===== src/design/nlsl_pkg.sv =====
// ----------------------------------------------------------------------------
// nlsl_pkg: shared types and constants
// Word formats, command codes, register map and controller interface types
// for the nearest light-sample lookup block.
// ----------------------------------------------------------------------------
`timescale 1ns / 1ps

package nlsl_pkg;

  // Table size default and faces per sample
  localparam int MaxSamplesDef = 64;
  localparam int Faces         = 6;

  // APB address width: four 32-bit registers
  localparam int ApbAw = 4;

  // Input command codes
  localparam logic [1:0] CMD_POS   = 2'd0;
  localparam logic [1:0] CMD_COLOR = 2'd1;
  localparam logic [1:0] CMD_QUERY = 2'd2;

  // Register indexes
  localparam logic [1:0] REG_IN_USE = 2'd0;
  localparam logic [1:0] REG_RED    = 2'd1;
  localparam logic [1:0] REG_GREEN  = 2'd2;
  localparam logic [1:0] REG_BLUE   = 2'd3;

  typedef struct packed {
    logic        [1:0]  command;
    logic        [5:0]  sample_index;
    logic        [2:0]  face;
    logic signed [15:0] pos_x;
    logic signed [15:0] pos_y;
    logic signed [15:0] pos_z;
    logic        [15:0] color_red;
    logic        [15:0] color_green;
    logic        [15:0] color_blue;
  } in_word_t;

  typedef struct packed {
    logic [2:0]  out_face;
    logic [15:0] out_red;
    logic [15:0] out_green;
    logic [15:0] out_blue;
    logic        out_last;
    logic        out_empty;
  } out_word_t;

  typedef struct packed {
    logic [15:0] red;
    logic [15:0] green;
    logic [15:0] blue;
  } color_t;

  typedef struct packed {
    logic signed [15:0] x;
    logic signed [15:0] y;
    logic signed [15:0] z;
  } pos_t;

  // Controller states
  typedef enum logic [2:0] {
    ST_IDLE,
    ST_WR_POS,
    ST_WR_COL,
    ST_SCAN,
    ST_DRAIN,
    ST_FETCH,
    ST_EMIT
  } nlsl_state_e;

  // Controller to datapath
  typedef struct packed {
    logic load;        // capture input word
    logic scan_clear;  // start a query: clear counters and best
    logic wr_pos;      // position write with default colors
    logic wr_col;      // single face color write
    logic scan_issue;  // read next sample position
    logic fetch;       // read colors of best sample
    logic emit;        // load output register with next face
  } nlsl_ctl_t;

  // Datapath to controller
  typedef struct packed {
    logic empty;       // no samples in use
    logic scan_last;   // current scan address is the last one
    logic pipe_busy;   // distance pipeline still holds samples
    logic out_free;    // output register can take a word
    logic face_last;   // face counter at the sixth face
  } nlsl_sts_t;

endpackage


===== src/design/nlsl_ctrl.sv =====
// ----------------------------------------------------------------------------
// nlsl_ctrl: command sequencer
// Accepts one input word at a time and steps the datapath through writes,
// the distance scan, the color fetch and the six-word emit.
// ----------------------------------------------------------------------------
`timescale 1ns / 1ps

module nlsl_ctrl (
  input  logic                clk_i,
  input  logic                rst_ni,
  input  logic                in_valid_i,
  input  logic [1:0]          in_cmd_i,
  output logic                in_stall_o,
  input  nlsl_pkg::nlsl_sts_t sts_i,
  output nlsl_pkg::nlsl_ctl_t ctl_o
);

  nlsl_pkg::nlsl_state_e state_q, state_d;
  logic accept;

  assign accept = in_valid_i && (state_q == nlsl_pkg::ST_IDLE);

  // State register
  always_ff @(posedge clk_i or negedge rst_ni) begin
    if (!rst_ni) begin
      state_q <= nlsl_pkg::ST_IDLE;
    end else begin
      state_q <= state_d;
    end
  end

  // Next state
  always_comb begin
    state_d = state_q;
    unique case (state_q)
      nlsl_pkg::ST_IDLE: begin
        if (accept) begin
          case (in_cmd_i)
            nlsl_pkg::CMD_POS:   state_d = nlsl_pkg::ST_WR_POS;
            nlsl_pkg::CMD_COLOR: state_d = nlsl_pkg::ST_WR_COL;
            nlsl_pkg::CMD_QUERY: state_d = sts_i.empty ? nlsl_pkg::ST_EMIT
                                                       : nlsl_pkg::ST_SCAN;
            default:             state_d = nlsl_pkg::ST_IDLE;
          endcase
        end
      end
      nlsl_pkg::ST_WR_POS: state_d = nlsl_pkg::ST_IDLE;
      nlsl_pkg::ST_WR_COL: state_d = nlsl_pkg::ST_IDLE;
      nlsl_pkg::ST_SCAN: begin
        if (sts_i.scan_last) state_d = nlsl_pkg::ST_DRAIN;
      end
      nlsl_pkg::ST_DRAIN: begin
        if (!sts_i.pipe_busy) state_d = nlsl_pkg::ST_FETCH;
      end
      nlsl_pkg::ST_FETCH: state_d = nlsl_pkg::ST_EMIT;
      nlsl_pkg::ST_EMIT: begin
        if (sts_i.out_free && sts_i.face_last) state_d = nlsl_pkg::ST_IDLE;
      end
      default: state_d = nlsl_pkg::ST_IDLE;
    endcase
  end

  // Outputs
  always_comb begin
    ctl_o      = '0;
    in_stall_o = (state_q != nlsl_pkg::ST_IDLE);
    unique case (state_q)
      nlsl_pkg::ST_IDLE: begin
        ctl_o.load       = accept;
        ctl_o.scan_clear = accept && (in_cmd_i == nlsl_pkg::CMD_QUERY);
      end
      nlsl_pkg::ST_WR_POS: ctl_o.wr_pos     = 1'b1;
      nlsl_pkg::ST_WR_COL: ctl_o.wr_col     = 1'b1;
      nlsl_pkg::ST_SCAN:   ctl_o.scan_issue = 1'b1;
      nlsl_pkg::ST_DRAIN:  ctl_o            = '0;
      nlsl_pkg::ST_FETCH:  ctl_o.fetch      = 1'b1;
      nlsl_pkg::ST_EMIT:   ctl_o.emit       = sts_i.out_free;
      default:             ctl_o            = '0;
    endcase
  end

endmodule


===== config.mk =====
export PLATFORM = sky130hd
export DESIGN_NAME = nlsl_ctrl
export DESIGN_NICKNAME = d
export VERILOG_FILES = /design/src/design/nlsl_pkg.sv /design/src/design/nlsl_ctrl.sv
export SDC_FILE = /design/constraint.sdc
export NUM_CORES = 1
export LEC_CHECK = 0
export BUFFER_PORTS_ARGS = -buffer_cell sky130_fd_sc_hd__buf_2
export CAP_MARGIN = 20
export CORE_AREA = 3 3 40 42
export CTS_CLUSTER_SIZE = 8
export DETAILED_ROUTE_END_ITERATION = 8
export DIE_AREA = 0 0 43 45
export MAX_ROUTING_LAYER = met4
export PLACE_DENSITY_LB_ADDON = 0.25
export SLEW_MARGIN = 10
export SYNTH_ARGS = -nofsm -noshare
export SYNTH_HDL_FRONTEND = slang
export SYNTH_SLANG_ARGS = --single-unit

===== constraint.sdc =====
create_clock -name clk_i -period 3.22 [get_ports clk_i]
set_input_delay 0.644 -clock clk_i [delete_from_list [all_inputs] [get_ports clk_i]]
set_output_delay 0.644 -clock clk_i [all_outputs]
set_load 0.03 [all_outputs]

-- Word level (Yosys, flattened, before mapping)
Cells that the tools add are included.
- reduce and logical (&&, ||, !) cells: 7
- muxes and demuxes: 13
- equality and inequality tests: 12
- operators by type and width (operator ; number):
    3-bit two-way mux ; 5
    3-bit one-hot mux with 5 select lines ; 1
    3-bit == test, second input constant ; 3
    3-bit one-hot mux with 3 select lines ; 1
    2-bit != test, second input constant ; 4
    3-bit by 2-bit == test with 1-bit output, second input constant ; 2
    1-bit two-way mux ; 5
    4-bit AND reduction ; 1
    3-bit by 1-bit == test with 1-bit output, second input constant ; 1
    1-bit logical AND ; 3
    3-bit logical NOT ; 1
    3-bit nonzero test ; 1
    2-bit by 1-bit == test with 1-bit output, second input constant ; 1
    2-bit == test, second input constant ; 1
    2-bit logical NOT ; 1
    2-bit two-way mux ; 1
- word-level logic and storage cells: 33
- bits of input ports: 10
- flip-flop bits (word level): 3

-- Depth between registers and ports, before layout
- depth after elaboration: 4
- mapped depth: 5
- gate-level depth less buffers: 5

-- Worst setup path after synthesis
OpenSTA, ideal clock, no wires.
- kind: reg2out
- from: register state_q[2]
- to: output ctl_o[4] (netlist name)
- path slack: 1.268 ns
- buffers on the path: 1
- cell stages (with the launch flop): 3
- arrival: 1.308 ns
- required time: 2.576 ns
- cells stage by stage: dfrtp_1 -> clkbuf_1 -> nor3b_1
- RTL lines (what ; line ; source):
    start, declared ; nlsl_ctrl.sv:18 ; nlsl_pkg::nlsl_state_e state_q, state_d;
    start signal, assigned ; nlsl_ctrl.sv:26 ; state_q <= nlsl_pkg::ST_IDLE;
    start signal, assigned ; nlsl_ctrl.sv:28 ; state_q <= state_d;
    end, declared ; nlsl_ctrl.sv:15 ; output nlsl_pkg::nlsl_ctl_t ctl_o

==> results.json <==
{
  "clk_pin_slew_ns": 0.04,
  "num-nets-final": 71,
  "top_usage_layer": "met2",
  "initial_utilization": 0.254,
  "cp_data_arrival_time_ns": 1.43,
  "cts_setup_buffers": 0,
  "via_count": 319,
  "first_pass_iters": 1,
  "clk_latency_ns": 0.23,
  "cp-end-kind": "output pin",
  "ctsHoldBuffers": 0,
  "synthTopCellsByCount": "inv_1, a21oi_1, dfrtp_1, ha_1",
  "fin_tns_setup_ns": 0,
  "yosysTopAreaCell": "dfrtp_1",
  "cts_root_buf": "clkbuf_4",
  "final-hold-violation-count": 0,
  "gp_congestion": 0.639,
  "drive_gt1_frac": 0.456,
  "maxSlewViolCount": 0,
  "max_freq_mhz": 483,
  "die-area_mm2": 0.00194,
  "die_h_um": 45,
  "tritoncts": "yes",
  "synthDistinctLibCells": 23,
  "cts_buffer_depth": 2,
  "timing.rr.start": "state_q[2]",
  "relSlewSlack": 0.783,
  "regMostFlops": "state_q",
  "crit_required_ns": 2.58,
  "synthTopCellsByArea": "dfrtp_1, ha_1, mux4_1",
  "status": "complete, no violations",
  "finalWirelength_um": 743,
  "grt_overflow_total": 0,
  "synth_area_um2": 327,
  "setup_viol": 0,
  "tightest_slew_ns": 0.325,
  "postSynth.asyncResetShare": 1.00,
  "grt_pass1_vias": 315,
  "area_delta_synth_final_pct": 36.4,
  "vdd_drop_max_mv": 0.212,
  "clock_skew_ns": 0.00289,
  "place.port_buffers": 17,
  "avgSynthCellArea_um2": 8.59,
  "synth_cells": 38,
  "detail-route-antenna-nets": 0,
  "synthFlopType": "dfrtp_1",
  "synth_top_cell_area_share": 0.230,
  "cts_buffers": 3,
  "wire_per_inst_um": 10.3,
  "dp_hpwl_um": 603,
  "path_max_fanout": 12,
  "min_period_ns": 2.07,
  "dp_cells": 68,
  "cts_max_level": 1,
  "reg.largest.list": "state_q x3",
  "synthMostInstantiatedCell": "inv_1",
  "finalNonFillerCells": 72,
  "use_met1": 0.118,
  "largest_reg_flops": 3,
  "cap_violations": 0,
  "antenna_found_initial": 0,
  "grt_use_met3": 0,
  "synth_edf_count": 0,
  "power.total_uw": 343,
  "rsz0062_at_grt": "no",
  "pin_count": 18,
  "num_antenna_cells": 0,
  "ys_seq_area_frac": 0.230,
  "power_density_mw_per_mm2": 771,
  "grt_pass1_wl_mm": 1.24,
  "core_area_mm2": 0.00128,
  "syn_nets": 51,
  "die_x_um": 43,
  "post_cts_resized": 0,
  "critPathLaunchType": "register",
  "p_leak_nw": 0.251,
  "grt_usage": 0.0876,
  "grt_max_degree": 13,
  "fp-row-count": 13,
  "ys_warn_count": 0,
  "drc": 0,
  "crit_start": "state_q[2]",
  "critical_path_class": "reg -> out",
  "min_path_type": "in -> async",
  "drt_iter0_drc": 0,
  "synth_seq_cells": 3,
  "via_per_inst": 4.43,
  "cts_sinks": 3,
  "use_met2": 0.123,
  "post-route-period-util": 0.644
}
-- worst max-delay path, cell delays in order, from the launching register on --
cell and delay [ns]:
dfrtp_1 0.49, nor3_1 0.32, and3_1 0.20, buf_2 0.19
-- worst paths after layout --
check | to | slack (ns) | cells past startpoint
min in group clk_i | state_q[1] | 0.74 | 1
worst max-delay path | ctl_o[5] | 1.15 | 3
worst min-delay path | state_q[2] | 0.20 | 1
worst max register to register | state_q[2] | 1.85 | 4
worst min register to register | state_q[1] | 0.74 | 1
max in group asynchronous | state_q[1] | 2.91 | 1
-- placed cells by master (no fill, tap or decap), types with 2 or more instances in the layout --
master,Yosys,routed
nand2_1,2,2
a21oi_1,3,3
buf_2,0,17
nor3_1,2,2
nor2_1,2,2
ha_1,3,3
inv_1,5,5
clkbuf_4,0,3
and3_1,2,2
o21ai_0,2,2
dfrtp_1,3,3
-- metrics by stage --
step | setup WS [ns] | hold slack (ns) | cell area (um^2) | utilization
after floorplan | 1.27 | 0.348 | 327 | -
after global routing | 1.00 | 0.199 | 445 | 0.347
final | 1.15 | 0.200 | 445 | 0.347
after detailed placement | 1.24 | 0.446 | 419 | 0.326
after global placement | 1.25 | 0.440 | 419 | 0.326
after CTS | 1.11 | 0.194 | 445 | 0.347
-- layer usage --
layer,wire [um],part of all wire
met5,0,0
met4,0,0
met3,43,0.058
met2,333,0.45
met1,366,0.49
-- final cells by class --
class / count / area (um^2)
clock buffers: 4 / 26.3
well taps: 15 / 18.8
multi-input cells: 28 / 221
inverters: 5 / 18.8
flip-flops and latches: 3 / 75.1
repair buffers: 17 / 85.1
fillers: 142 / 840
-- cell families after synthesis --
| group | Yosys count | share of synthesized area |
|---|---|---|
| AOI/OAI and AO/OA | 10 | 0.218 |
| adders and majority gates | 3 | 0.115 |
| buffers and inverters | 7 | 0.0920 |
| DFF | 3 | 0.230 |
| muxes | 1 | 0.0805 |
| and+or+nand+nor | 14 | 0.264 |
-- power by group --
group	switching, mW	internal (mW)
Sequential	0.0378	0.0534
Combinational	0.107	0.0794
Clock	0.0196	0.0465
No activity file was read; power rests on OpenSTA's default activity.
